$ cat src/rtl/core/mie_pkg.sv
package mie_pkg;

  localparam logic [63:0] MODULUS_RESET = 64'd1000000007;

  typedef enum logic [2:0] {
    ST_IDLE,
    ST_CHECK,
    ST_DIV,
    ST_UPDATE,
    ST_NORM,
    ST_FINAL
  } state_t;

  typedef struct packed {
    logic load;
    logic step;
  } div_ctrl_t;

endpackage

$ cat src/rtl/core/mie_in_if.sv
interface mie_in_if #(
  parameter int WORD_WIDTH = 32
);
  logic                  valid;
  logic                  ready;
  logic [WORD_WIDTH-1:0] value;

  modport source (output valid, output value, input ready);
  modport sink (input valid, input value, output ready);
endinterface

$ cat src/rtl/core/mie_out_if.sv
interface mie_out_if #(
  parameter int WORD_WIDTH = 32
);
  logic                  valid;
  logic                  ready;
  logic [WORD_WIDTH-1:0] inverse;
  logic                  no_inverse;

  modport source (output valid, output inverse, output no_inverse, input ready);
  modport sink (input valid, input inverse, input no_inverse, output ready);
endinterface

$ cat src/rtl/core/mie_cfg_if.sv
interface mie_cfg_if #(
  parameter int WORD_WIDTH = 32
);
  logic                  valid;
  logic                  ready;
  logic [WORD_WIDTH-1:0] data;

  modport source (output valid, output data, input ready);
  modport sink (input valid, input data, output ready);
endinterface

$ cat src/rtl/core/mie_div.sv
module mie_div #(
  parameter int WORD_WIDTH = 32
) (
  input  logic                  clk,
  input  mie_pkg::div_ctrl_t    ctrl,
  input  logic [WORD_WIDTH-1:0] dividend,
  input  logic [WORD_WIDTH-1:0] divisor,
  input  logic [WORD_WIDTH-1:0] coef,
  output logic [WORD_WIDTH-1:0] rem,
  output logic [WORD_WIDTH-1:0] prod
);

  logic [WORD_WIDTH-1:0] p;
  logic [WORD_WIDTH-1:0] d;
  logic [WORD_WIDTH-1:0] acc;
  logic [WORD_WIDTH:0]   trial;
  logic [WORD_WIDTH:0]   diff;
  logic                  ge;

  always_comb begin
    trial = {p, d[WORD_WIDTH-1]};
    diff  = trial - {1'b0, divisor};
    ge    = trial >= {1'b0, divisor};
  end

  // shift in one dividend bit, accumulate quotient times coef in Horner form
  always_ff @(posedge clk) begin
    if (ctrl.load) begin
      p   <= '0;
      d   <= dividend;
      acc <= '0;
    end else if (ctrl.step) begin
      p   <= ge ? diff[WORD_WIDTH-1:0] : trial[WORD_WIDTH-1:0];
      d   <= {d[WORD_WIDTH-2:0], 1'b0};
      acc <= {acc[WORD_WIDTH-2:0], 1'b0} + (ge ? coef : '0);
    end
  end

  assign rem  = p;
  assign prod = acc;

endmodule

$ cat src/rtl/core/modular_inverse_ext_euclid.sv
// Modular inverse by the extended Euclidean algorithm.
// Channels: operand (sink) carries value; result (source) carries inverse
// and no_inverse; cfg (sink) writes the modulus, accepted on every cycle.
// A transfer on operand starts one computation; operand is not ready again
// until the result has been loaded into the output register.
// Each Euclid quotient step runs through one shared restoring divider that
// retires one quotient bit per cycle and accumulates quotient times the
// Bezout coefficient on the fly.
// A computation runs k quotient steps, at most about 46 for 32-bit words.
// no_inverse is set and inverse is 0 when gcd(value, modulus) is not 1 or
// the modulus is below two.
// Reset returns to idle, drops any pending result and sets the modulus to
// 1000000007 (truncated to WORD_WIDTH). When the receiver stalls, the
// result holds in the output register and the next operand may already be
// taken; its result waits until the previous one is transferred.
module modular_inverse_ext_euclid #(
  parameter int WORD_WIDTH = 32
) (
  input  logic      clk,
  input  logic      rst,
  mie_in_if.sink    operand,
  mie_out_if.source result,
  mie_cfg_if.sink   cfg
);

  localparam int CNT_W = $clog2(WORD_WIDTH);

  mie_pkg::state_t       state;
  mie_pkg::state_t       state_next;
  mie_pkg::div_ctrl_t    div_ctrl;

  logic [WORD_WIDTH-1:0] modulus;
  logic [WORD_WIDTH-1:0] r0;
  logic [WORD_WIDTH-1:0] r1;
  logic [WORD_WIDTH-1:0] s0;
  logic [WORD_WIDTH-1:0] s1;
  logic                  odd;
  logic [CNT_W-1:0]      cnt;
  logic                  out_valid;
  logic [WORD_WIDTH-1:0] inverse;
  logic                  no_inverse;

  logic [WORD_WIDTH-1:0] rem;
  logic [WORD_WIDTH-1:0] prod;
  logic [WORD_WIDTH-1:0] mag;
  logic                  has_inv;
  logic                  out_free;

  mie_div #(.WORD_WIDTH(WORD_WIDTH)) u_div (
    .clk      (clk),
    .ctrl     (div_ctrl),
    .dividend (r0),
    .divisor  (r1),
    .coef     (s1),
    .rem      (rem),
    .prod     (prod)
  );

  assign mag      = (s0 >= modulus) ? s0 - modulus : s0;
  assign has_inv  = (modulus >= WORD_WIDTH'(2)) && (r0 == WORD_WIDTH'(1));
  assign out_free = !out_valid || result.ready;

  always_comb begin
    state_next = state;
    case (state)
      mie_pkg::ST_IDLE:   if (operand.valid) state_next = mie_pkg::ST_CHECK;
      mie_pkg::ST_CHECK:  state_next = (r1 == '0) ? mie_pkg::ST_NORM : mie_pkg::ST_DIV;
      mie_pkg::ST_DIV:    if (cnt == CNT_W'(WORD_WIDTH - 1)) state_next = mie_pkg::ST_UPDATE;
      mie_pkg::ST_UPDATE: state_next = mie_pkg::ST_CHECK;
      mie_pkg::ST_NORM:   state_next = mie_pkg::ST_FINAL;
      mie_pkg::ST_FINAL:  if (out_free) state_next = mie_pkg::ST_IDLE;
      default:            state_next = mie_pkg::ST_IDLE;
    endcase
  end

  always_comb begin
    operand.ready = (state == mie_pkg::ST_IDLE);
    div_ctrl.load = (state == mie_pkg::ST_CHECK);
    div_ctrl.step = (state == mie_pkg::ST_DIV);
  end

  assign cfg.ready         = 1'b1;
  assign result.valid      = out_valid;
  assign result.inverse    = inverse;
  assign result.no_inverse = no_inverse;

  always_ff @(posedge clk) begin
    if (rst) begin
      state     <= mie_pkg::ST_IDLE;
      out_valid <= 1'b0;
      modulus   <= mie_pkg::MODULUS_RESET[WORD_WIDTH-1:0];
    end else begin
      state <= state_next;
      if (cfg.valid) begin
        modulus <= cfg.data;
      end
      if (state == mie_pkg::ST_FINAL && out_free) begin
        out_valid <= 1'b1;
      end else if (result.ready) begin
        out_valid <= 1'b0;
      end
    end
  end

  always_ff @(posedge clk) begin
    case (state)
      mie_pkg::ST_IDLE: begin
        r0  <= operand.value;
        r1  <= modulus;
        s0  <= WORD_WIDTH'(1);
        s1  <= '0;
        odd <= 1'b0;
      end
      mie_pkg::ST_CHECK: begin
        cnt <= '0;
      end
      mie_pkg::ST_DIV: begin
        cnt <= cnt + CNT_W'(1);
      end
      mie_pkg::ST_UPDATE: begin
        r0  <= r1;
        r1  <= rem;
        s0  <= s1;
        s1  <= s0 + prod;
        odd <= ~odd;
      end
      mie_pkg::ST_NORM: begin
        s0 <= mag;
      end
      mie_pkg::ST_FINAL: begin
        if (out_free) begin
          if (has_inv) begin
            inverse <= (odd && s0 != '0) ? modulus - s0 : s0;
          end else begin
            inverse <= '0;
          end
          no_inverse <= ~has_inv;
        end
      end
      default: begin
        cnt <= cnt;
      end
    endcase
  end

`ifndef NO_ASSERTIONS
  a_div_nonzero: assert property (@(posedge clk) disable iff (rst)
    state == mie_pkg::ST_DIV |-> r1 != '0)
    else $error("divider running with zero divisor");

  a_update_after_div: assert property (@(posedge clk) disable iff (rst)
    state == mie_pkg::ST_UPDATE |->
      $past(state) == mie_pkg::ST_DIV && $past(cnt) == CNT_W'(WORD_WIDTH - 1))
    else $error("update without a full division pass");

  a_inv_range: assert property (@(posedge clk) disable iff (rst)
    out_valid && !no_inverse |-> inverse < modulus && inverse != '0)
    else $error("inverse out of range");

  a_flag_zero: assert property (@(posedge clk) disable iff (rst)
    out_valid && no_inverse |-> inverse == '0)
    else $error("inverse not zero while flagged");
`endif

endmodule

$ cat src/flat_wrapper.sv
// flat-port wrapper written by rule: the top's interface ports become plain ports
module modular_inverse_ext_euclid_flat 
#(
  parameter int WORD_WIDTH = 32
)
  (clk, rst, operand_valid, operand_value, operand_ready, result_valid, result_inverse, result_no_inverse, result_ready, cfg_valid, cfg_data, cfg_ready);
  mie_in_if #(.WORD_WIDTH(WORD_WIDTH)) operand_i ();
  mie_out_if #(.WORD_WIDTH(WORD_WIDTH)) result_i ();
  mie_cfg_if #(.WORD_WIDTH(WORD_WIDTH)) cfg_i ();
  input  logic clk;
  input  logic rst;
  input wire logic [$bits(operand_i.valid)-1:0] operand_valid;
  input wire logic [$bits(operand_i.value)-1:0] operand_value;
  output wire logic [$bits(operand_i.ready)-1:0] operand_ready;
  output wire logic [$bits(result_i.valid)-1:0] result_valid;
  output wire logic [$bits(result_i.inverse)-1:0] result_inverse;
  output wire logic [$bits(result_i.no_inverse)-1:0] result_no_inverse;
  input wire logic [$bits(result_i.ready)-1:0] result_ready;
  input wire logic [$bits(cfg_i.valid)-1:0] cfg_valid;
  input wire logic [$bits(cfg_i.data)-1:0] cfg_data;
  output wire logic [$bits(cfg_i.ready)-1:0] cfg_ready;
  assign operand_i.valid = operand_valid;
  assign operand_i.value = operand_value;
  assign operand_ready = operand_i.ready;
  assign result_valid = result_i.valid;
  assign result_inverse = result_i.inverse;
  assign result_no_inverse = result_i.no_inverse;
  assign result_i.ready = result_ready;
  assign cfg_i.valid = cfg_valid;
  assign cfg_i.data = cfg_data;
  assign cfg_ready = cfg_i.ready;
  modular_inverse_ext_euclid #(.WORD_WIDTH(WORD_WIDTH)) u_core (.clk(clk), .rst(rst), .operand(operand_i), .result(result_i), .cfg(cfg_i));
endmodule
$ cat config.mk
export PLATFORM = sky130hd
export DESIGN_NAME = modular_inverse_ext_euclid_flat
export DESIGN_NICKNAME = d
export VERILOG_FILES = /design/src/rtl/core/mie_pkg.sv /design/src/rtl/core/mie_in_if.sv /design/src/rtl/core/mie_out_if.sv /design/src/rtl/core/mie_cfg_if.sv /design/src/rtl/core/mie_div.sv /design/src/rtl/core/modular_inverse_ext_euclid.sv /design/src/flat_wrapper.sv
export SDC_FILE = /design/constraint.sdc
export NUM_CORES = 1
export LEC_CHECK = 0
export ABC_CLOCK_PERIOD_IN_PS = 5900
export BUFFER_PORTS_ARGS = -buffer_cell sky130_fd_sc_hd__buf_2
export CAP_MARGIN = 20
export CORE_UTILIZATION = 60
export CTS_CLUSTER_DIAMETER = 60
export CTS_CLUSTER_SIZE = 12
export DETAILED_ROUTE_END_ITERATION = 10
export PLACE_DENSITY_LB_ADDON = 0.15
export SYNTH_ARGS = -nofsm -noshare
export SYNTH_HDL_FRONTEND = slang
export SYNTH_SLANG_ARGS = --single-unit
$ cat constraint.sdc
create_clock -name clk -period 5.9 [get_ports clk]
set_input_delay 0.885 -clock clk [delete_from_list [all_inputs] [get_ports clk]]
set_output_delay 0.885 -clock clk [all_outputs]
set_load 0.03 [all_outputs]
; Word-level counts from Yosys, hierarchy flattened
; Cells that the tools add are included.
[totals]
out_inout_bits = 36
regBits = 299
[classes]
bitwise_logic = 2
n_reduce_logical = 15
mux = 19
addsub = 6
n_lt_le_gt_ge = 3
n_eq_ne = 11
[ops]
columns = op, count
row1 = 2-to-1 mux 32 bit, 6
row2 = case mux 32 bit (2 select lines), 3
row3 = case mux 32 bit (3 select lines), 1
row4 = subtractor 32 bit, 3
row5 = adder 32 bit, 2
row6 = greater-or-equal comparator 33 x 32 -> 1 bit, 1
row7 = "equality test 32 x 1 -> 1 bit, second input constant", 1
row8 = "greater-or-equal comparator 32 x 2 -> 1 bit, second input constant", 1
row9 = greater-or-equal comparator 32 bit, 1
row10 = logical NOT 32 bit, 1
row11 = nonzero test 32 bit, 1
row12 = case mux 3 bit (6 select lines), 1
row13 = 2-to-1 mux 3 bit, 4
row14 = case mux 5 bit (2 select lines), 1
row15 = "equality test 3 x 2 -> 1 bit, second input constant", 2
row16 = "equality test 3 bit, second input constant", 2
row17 = nonzero test 2 bit, 3
row18 = "adder 5 x 1 -> 5 bit, second input constant", 1
row19 = "equality test 5 bit, second input constant", 1
row20 = "inequality test 2 x 1 -> 1 bit, second input constant", 2
row21 = "inequality test 2 bit, second input constant", 2
row22 = AND reduction 2 bit, 2
row23 = "equality test 3 x 1 -> 1 bit, second input constant", 1
row24 = logical AND 1 bit, 3
row25 = 8 further kinds, 10

; Depth between registers and ports, before layout
; Gate-level depths: netlist of run 1.
[logic_depth]
word_depth = 4
mapped_depth = 24
ltp_nobuf = 21

; By module
; A second synthesis of run 1 with hierarchy kept.
[hier_totals]
hier_cells = 2359
hier_area_um2 = 20853.8
[by_module_without_submodules]
columns = mod, area_per_inst_um2, n_inst, seq_area_each_um2, cells_each
row1 = modular_inverse_ext_euclid, 13315.3, 1, 5735.5, 1466
row2 = mie_div, 7538.5, 1, 2242.2, 893

; Worst setup path after synthesis of run 1
; OpenSTA, ideal clock, no wires.
[synth_timing]
path_kind = register -> register
startpoint = register u_core.state[2]
endpoint = register u_core.s0[0] (enable)
stages_incl_launch_ff = 6
required_time_ns = 5.468
slack_ns = 0.603
period_less_slack_ns = 5.297
arrival_time_ns = 4.865
path_cell_list = dfxtp_1 > clkbuf_1 > or3_1 > nand2_1 > a2111oi_0 > a21oi_1
[synth_via]
elab_chain_len = 3
elab_cells_between_ends = 6
classes_between = eq/ne: 3 / reduce/logical: 3
[synth_rtl]
columns = element, line_no
row1 = "start, declared", modular_inverse_ext_euclid.sv:28  ; mie_pkg::state_t state;
row2 = "start signal, assigned", modular_inverse_ext_euclid.sv:89  ; state <= mie_pkg::ST_IDLE;
row3 = "start signal, assigned", modular_inverse_ext_euclid.sv:93  ; state <= state_next;
row4 = equality test 3 bit (tied with other cells), modular_inverse_ext_euclid.sv:106  ; case (state)
row5 = inequality test 2 x 1 -> 1 bit (no line) / nonzero test 3 bit (equally long branches), -
row6 = AND reduction 2 bit (no line) (*), -
row7 = "end signal, assigned", modular_inverse_ext_euclid.sv:128  ; s0 <= mag;
row8 = "end, declared", modular_inverse_ext_euclid.sv:35  ; logic [WORD_WIDTH-1:0] s0;
; Every way passes the cells marked *; elsewhere a longest branch is shown, timed or not.
; A chain may end at the register's enable or synchronous reset.

; Worst setup path in the final report of run 1
[layout_timing]
startpoint = register u_core.r1[30]
endpoint = register u_core.u_div.acc[31], in the netlist u_core.u_div.prod[31]
[layout_via]
elab_chain_len = 3
[layout_rtl]
columns = element, line_no
row1 = "start, declared", modular_inverse_ext_euclid.sv:34  ; logic [WORD_WIDTH-1:0] r1;
row2 = "start signal, assigned", modular_inverse_ext_euclid.sv:109  ; r1 <= modulus;
row3 = "start signal, assigned", modular_inverse_ext_euclid.sv:122  ; r1 <= rem;
row4 = greater-or-equal comparator 33 x 32 -> 1 bit, mie_div.sv:23  ; ge = trial >= {1'b0, divisor};
row5 = 2-to-1 mux 32 bit, mie_div.sv:35  ; acc <= {acc[WORD_WIDTH-2:0], 1'b0} + (ge ? coef : '0);
row6 = adder 32 bit, mie_div.sv:35
row7 = "end signal, assigned", mie_div.sv:35
row8 = "end, declared", mie_div.sv:15  ; logic [WORD_WIDTH-1:0] acc;
; No other way between the ends.

==> summary.txt, run 1 <==
Flow run
  – Max-Cap Viols: 0

Synth
  – Leading area contributor after synthesis: edfxtp_1
  – Yosys top cell area share: 0.299
  – Post-synth EDFFs: 199
  – Flops & latches, synth: 299
  – Post-synthesis sequential area ratio: 0.399
  – Syn Nets: 2443
  – Top_reg_cell synth: edfxtp_1
  – Synth top area cells: edfxtp_1, dfxtp_1, ha_1
  – Synth cell types: 81
  – Top post-synthesis cells by count: nand2_1, edfxtp_1, nor2_1, o21ai_0, a21oi_1
  – Synth Cell Area: 20000 µm²
  – Mean area per synthesized cell: 9.03 µm²
  – Synth Instances: 2211
  – Async S/R FF share, synth: 0
  – Most frequent cell after synthesis: nand2_1
  – Synthesis Warnings: 0

Critical path
  – CP Cell Sequence: inv_1, ha_1, nand2_1, nor4_1, nand2_1, o2bb2ai_1, o2bb2ai_4, buf_4, buf_4, nor2b_1, ha_1, nand3_1, o22ai_1, o31ai_1, nand2b_1, a31o_2, a221o_1, a211oi_1, a21oi_1, xnor2_1, a211oi_1
  – Setup crit start: u_core.r1[30]$_DFFE_PP_
  – CP Max Fanout: 9
  – CP Capture Type: flip-flop
  – Cell count of the worst reg-to-reg path: 21
  – Slowest cell on crit path: nor4_1
  – Worst path bufs/invs: 3
  – CP top delay family: compound AO/OA/AOI/OAI gates
  – Crit path DAT: 5.87 ns
  – Reg2reg setup slack: 0.47 ns
  – Data required time at the worst endpoint: 6.34 ns
  – Setup crit start kind: flip-flop
  – Reg2reg end: u_core.u_div.prod[31]$_SDFFE_PP0N_
  – Worst reg2reg startpoint: u_core.r1[30]$_DFFE_PP_
  – CP peak stage delay: 0.72 ns
  – CP Class: reg2reg
  – CP Depth: 21

Final layout
  – Area Overhead vs Synth: 9.96%
  – Final #Nets: 2495
  – Filler cells: 2698
  – Ant diodes: 0
  – Layout cell share with drive strength beyond 1: 0.104
  – Fin cells: 2730
  – Multi-input gate area: 11200 µm²
  – Non-Filler Cell Area, Final: 22000 µm²
  – Final core occ: 0.673
  – FF+latch area: 7980 µm²

Placed design
  – Placed insts: 2665
  – Hpwl dp: 41.7 mm
  – Port Buffers: 103
  – Area after DPL: 20800 µm²
  – GPL Wtd Cong: 0.998

Routing
  – Routed wire per std cell: 20.6 µm
  – DR iter-0 viols: 1358
  – Remaining antenna violation count: 0
  – Via count: 16742
  – Vias per cell: 6.13
  – Post-Route WL: 56.4 mm
  – TritonRoute pass-1 iters: 6
  – # DRC: 0

GRT
  – Grt ovf: 0
  – First-pass GRT wire length: 86.3 mm
  – Initial antenna violation count: 0
  – Largest net degree at the start of global routing: 85
  – Total track usage: 0.330
  – Number of global-route vias before repair: 15955

Hold path
  – WHS Path Cells: 2
  – Hold_sp: u_core.u_div.prod[30]$_SDFFE_PP0N_
  – Hold EP: u_core.u_div.prod[30]$_SDFFE_PP0N_
  – Hold WC Path Type: reg2reg

Die
  – Row cnt: 66
  – Die width: 184 µm
  – Core area: 32600 µm²
  – Die area: 34000 µm²
  – Die height: 184 µm
  – Initial Util: 0.612
  – Num ports: 105

Timing
  – Clk_skew: 0.0221 ns
  – Final hold vios: 0
  – Max Clock Freq: 184 MHz
  – Worst Tran Pin Value: 1.03 ns
  – Final Setup Violations: 0
  – Slew Limit Fails: 0
  – Tmin final: 5.43 ns
  – Slew HR: 0.311
  – Final period utilization: 0.920

Pwr
  – Total power: 0.0108 W
  – Peak supply drop: 0.000284 V
  – Pwr/cell area: 493 nW/µm²
  – Leak: 9.27 nW

Clock network
  – Cts bufs inserted: 35
  – H-tree Lvls: 2
  – TritonCTS Sinks: 299
  – CTS tree: built
  – Worst skew pair latency: 0.53 ns
  – Clock slew seen by the registers of the worst setup and hold paths: 0.06 ns
  – Root Buffer: clkbuf_16
  – CTS max path bufs: 3

Outcome
  – Status: finished, final reports clean
power by group:
| part | leakage, nW | internal [W] | switching [W] |
|---|---|---|---|
| sequential | 2.82 | 0.00317 | 0.000601 |
| clock | 0.541 | 0.00123 | 0.000878 |
| combinational | 5.91 | 0.00184 | 0.00310 |
timing repair:
item                                   CTS  global route
setup endpoints to repair                0             1
hold buffers                             0             0
endpoints found under the hold margin    0             0
gates resized for setup                  0             1
setup buffers                            0             2
cell usage in the layout (no fill, tap or decap), types with 42 or more instances in the layout:
cell      count
a21o_1       67
a21oi_1     178
buf_2       103
dfxtp_1     100
edfxtp_1    199
ha_1        158
inv_1       121
nand2_1     248
nor2_1      192
nor2b_1      56
nor3_1       42
o21ai_0     179
xnor2_1      71
xor2_1       67
kinds of logic after synthesis:
family	share of synthesized area
compound gates	0.201
xor+xnor	0.0605
fa+ha+maj	0.104
buf+inv	0.0442
flops	0.399
mux	0.0335
other cells	0.000188
simple gates	0.158
state kept, by name (all words and copies together) (netlist names):
register                  cells
u_core.modulus               32
u_core.r0                    32
u_core.state                  3
u_core.result.no_inverse      1
u_core.s0                    32
u_core.u_div.rem             32
u_core.u_div.prod            32
u_core.odd                    1
u_core.cnt                    5
u_core.result.valid           1
u_core.s1                    32
u_core.result.inverse        32
u_core.u_div.d               32
u_core.r1                    32
area by class of cell:
type	instances	share of cell area
Sequential cell	299	0.363
Tap cell	442	0.0252
Multi-Input combinational cell	1685	0.510
Clock buffer	52	0.0456
Clock inverter	10	0.00467
Inverter	122	0.0209
Timing Repair Buffer	120	0.0308
stage by stage:
| step | worst slack (ns) | TNS, ns | hold WS (ns) |
|---|---|---|---|
| 2_1_floorplan | 0.603 | 0 | 0.453 |
| 5_1_grt | -0.00239 | -0.00239 | 0.511 |
| 6_report | 0.471 | 0 | 0.482 |
| 3_5_place_dp | 0.405 | 0 | 0.474 |
| 3_3_place_gp | 0.525 | 0 | 0.474 |
| 4_1_cts | 0.372 | 0 | 0.483 |
tightest hold or removal path, delay by kind of cell (launching register included):
kind               cells  cell delay (ns)
and+or+nand+nor        1             0.06
AOI/OAI and AO/OA      1             0.05
DFF                    1             0.33
metal layers:
layer | GRT usage | wire [µm] | part of all wire
met4 | 0.141 | 2160 | 0.038
met3 | 0.0375 | 3370 | 0.060
met1 | 0.441 | 24900 | 0.44
met2 | 0.539 | 26000 | 0.46
met5 | 0 | 0 | 0
how the worst max path moves through the flow:
stage	end
floorplan	u_core.s0[0]$_DFFE_PP_
global placement	u_core.u_div.prod[31]$_SDFFE_PP0N_
detailed placement	u_core.u_div.prod[31]$_SDFFE_PP0N_
CTS	u_core.u_div.prod[31]$_SDFFE_PP0N_
global route	u_core.u_div.prod[31]$_SDFFE_PP0N_
finish	u_core.u_div.prod[31]$_SDFFE_PP0N_
Note: power is estimated with default switching activity, not from simulation.
==> run 2, diff against run 1 <==
- SYNTH_HIERARCHICAL: not set -> 1
==> summary.txt, run 2 <==
Die
  – Core area: 33900 µm² (+3.8%)
  – Die width: 188 µm (+2.2%)
  – Num ports: 105 (unchanged)
  – Die height: 188 µm (+2.2%)
  – Row cnt: 67 (+1.5%)
  – Die area: 35500 µm² (+4.4%)
  – Initial Util: 0.616 (+0.00347)

Final layout
  – Filler cells: 2830 (+4.9%)
  – Area Overhead vs Synth: 9.05%
  – Layout cell share with drive strength beyond 1: 0.0991 (-0.00497)
  – Most frequent cells in the layout: nand2_1, nor2_1, edfxtp_1
  – Commonest non-fill, non-tap cell in the layout: nand2_1
  – Final #Nets: 2628 (+5.3%)

GRT
  – Largest net degree at the start of global routing: 90 (+5.9%)
  – Initial antenna violation count: 4 (+4)
  – Total track usage: 0.368 (+0.0382)
  – Number of global-route vias before repair: 17882 (+12%)
  – GR Util met2: 0.639 (+0.0998)
  – Gr busiest metal: met2
  – Routing usage on met1: 0.455 (+0.0148)
  – Grt ovf: 0 (unchanged)
  – Met3 Use GR: 0.0460 (+0.00846)
  – First-pass GRT wire length: 101 mm (+17%)

Synth
  – Mean area per synthesized cell: 8.84 µm² (-2.1%)
  – Syn Nets: 2591 (+6.1%)
  – Synth cell types: 84 (+3.7%)
  – Post-synthesis sequential area ratio: 0.383 (-0.0169)
  – Synth Instances: 2359 (+6.7%)
  – Leading area contributor after synthesis: edfxtp_1
  – Async S/R FF share, synth: 0 (unchanged)
  – Synth top area cells: edfxtp_1, dfxtp_1, ha_1
  – Synth Cell Area: 20900 µm² (+4.4%)
  – Most frequent cell after synthesis: nand2_1
  – Post-synth EDFFs: 199 (unchanged)
  – Flops & latches, synth: 299 (unchanged)
  – Synthesis Warnings: 6 (+6)
  – Yosys top cell area share: 0.287 (-0.0127)
  – Top post-synthesis cells by count: nand2_1, nor2_1, edfxtp_1, a21oi_1, ha_1
  – Top_reg_cell synth: edfxtp_1

Timing
  – Tmin final: 5.22 ns (-0.205 ns)
  – Final hold vios: 0 (unchanged)
  – Final period utilization: 0.885 (-0.0347)
  – Setup ws final: 0.676 ns (+0.205 ns)
  – Unrepaired setup endpoints after global routing: false
  – Final Setup Violations: 0 (unchanged)
  – Worst Tran Pin Value: 1.15 ns (+0.115 ns)
  – Slew HR: 0.235 (-0.0753)
  – Post-route setup TNS: 0 ns (unchanged)
  – Clk_skew: 0.0102 ns (-0.0119 ns)
  – Slew Limit Fails: 0 (unchanged)
  – Max Clock Freq: 191 MHz (+3.9%)

Outcome
  – Status: finished, final reports clean

Routing
  – Via count: 18405 (+9.9%)
  – # DRC: 0 (unchanged)
  – Remaining antenna violation count: 0 (unchanged)
  – TritonRoute pass-1 iters: 5 (-1)
  – Routed wire per std cell: 22.9 µm (+11%)
  – Vias per cell: 6.40 (+4.4%)
  – Post-Route WL: 65.8 mm (+17%)
  – DR iter-0 viols: 1811 (+33%)

Placed design
  – Hpwl dp: 49.5 mm (+18%)
  – Port Buffers: 103 (unchanged)
  – GPL Wtd Cong: 0.955 (-4.3%)
  – Pre-CTS setup slack: 0.839 ns (+0.434 ns)

Pwr
  – Pwr/cell area: 400 nW/µm² (-19%)
  – Leak: 9.48 nW (+2.3%)
  – Peak supply drop: 0.000287 V (+1.1%)

Clock network
  – Clock slew seen by the registers of the worst setup and hold paths: 0.06 ns (about the same)
  – # resized after CTS: 0 (unchanged)
  – CTS max path bufs: 3 (unchanged)
  – CTS tree: built
  – Root Buffer: clkbuf_16
  – TritonCTS Sinks: 299 (unchanged)
  – Hold Buf Count CTS: 0 (unchanged)
  – H-tree Lvls: 2 (unchanged)
  – Cts bufs inserted: 35 (unchanged)
  – Post-CTS setup buffers: 0 (unchanged)
  – Worst skew pair latency: 0.53 ns (about the same)

Critical path
  – Setup crit start kind: flip-flop
  – Data required time at the worst endpoint: 6.32 ns (-0.02 ns)
  – Crit path DAT: 5.64 ns (-0.23 ns)
  – Reg2reg setup slack: 0.68 ns (+0.20 ns)
  – CP Max Fanout: 29 (+20)
  – CP Capture Type: flip-flop
  – CP Class: reg2reg

Hold path
  – Hold WC Path Type: reg2reg

Flow run
  – Max-Cap Viols: 0 (unchanged)
==> run 2: changes by cell type after synthesis, moves of 13 or more <==
cell     delta
xor2_1     -14
mux2i_1    +13
nand2_1    +39
o21ai_0    -26
nor2_1     +17
==> run 2: report_power, final <==
part	internal [W]	switching [W]	leakage (nW)
clock network	0.00124	0.000897	0.541
logic	0.00149	0.00243	6.19
registers	0.00261	0.000411	2.75
total	0.00535	0.00374	9.48
==> run 2: cells by family after synthesis <==
family,after synthesis,share of synthesized area
compound gates,663,0.204
buf+inv,249,0.0484
fa+ha+maj,163,0.0996
flops,299,0.383
simple gates,778,0.173
mux,76,0.0383
xor+xnor,130,0.0546
other cells,1,0.000180
==> run 2: layout make-up <==
cell class              count  area, µm²  share of cell area
diodes                      5       12.5            0.000550
clock buffers              51        967              0.0425
clock inverters            13        151             0.00666
inverters                 130        488              0.0215
multi-input cells        1811      11900               0.524
flip-flops and latches    299       7980               0.351
well taps                 448        561              0.0246
repair buffers            119        661              0.0290
==> run 2: final timing paths <==
path / start / endpoint / depth (start not counted)
hold / removal: u_core/u_div/prod[27]$_SDFFE_PP0P_ / u_core/u_div/prod[27]$_SDFFE_PP0P_ / 2
setup / recovery: u_core/r1[4]$_DFFE_PP_ / u_core/u_div/prod[28]$_SDFFE_PP0P_ / 20
hold reg to reg: u_core/u_div/prod[27]$_SDFFE_PP0P_ / u_core/u_div/prod[27]$_SDFFE_PP0P_ / 2
setup reg to reg: u_core/r1[4]$_DFFE_PP_ / u_core/u_div/prod[28]$_SDFFE_PP0P_ / 20
==> run 2: per-layer routing <==
metal	wire [µm]	vias up	share of wire
met5	34	-	0.00052
met4	3120	4	0.047
met3	4190	178	0.064
met2	32100	797	0.49
met1	26300	8839	0.40
li1	-	8587	-
==> run 2: stage by stage <==
| stage | cells | hold slack, ns | area, µm² | util | power (W) |
|---|---|---|---|---|---|
| 2_1_floorplan | 2359 | 0.457 | 20900 | - | 0.00586 |
| 3_3_place_gp | 2806 | 0.476 | 21600 | 0.638 | 0.00678 |
| 4_1_cts | 2870 | 0.494 | 22700 | 0.671 | 0.00901 |
| 3_5_place_dp | 2806 | 0.486 | 21600 | 0.638 | 0.00684 |
| 5_1_grt | 2872 | 0.535 | 22700 | 0.671 | 0.00958 |
| 6_report | 2876 | 0.489 | 22700 | 0.671 | 0.00909 |
==> run 2: worst max-delay path, cell delays in order, from the launching register on <==
cell	delay, ns
edfxtp_1	0.37
inv_1	0.06
ha_1	0.35
a21o_1	0.20
a31oi_1	0.26
a21oi_1	0.17
o21ai_2	0.27
a21oi_2	0.15
nor3_4	0.23
buf_4	0.35
nor2b_1	0.14
ha_1	0.30
a21o_1	0.18
a211oi_1	0.39
o211ai_1	0.23
nand3_1	0.15
nand2_1	0.12
a21oi_1	0.27
o21bai_1	0.21
or4_1	0.44
a32o_1	0.26
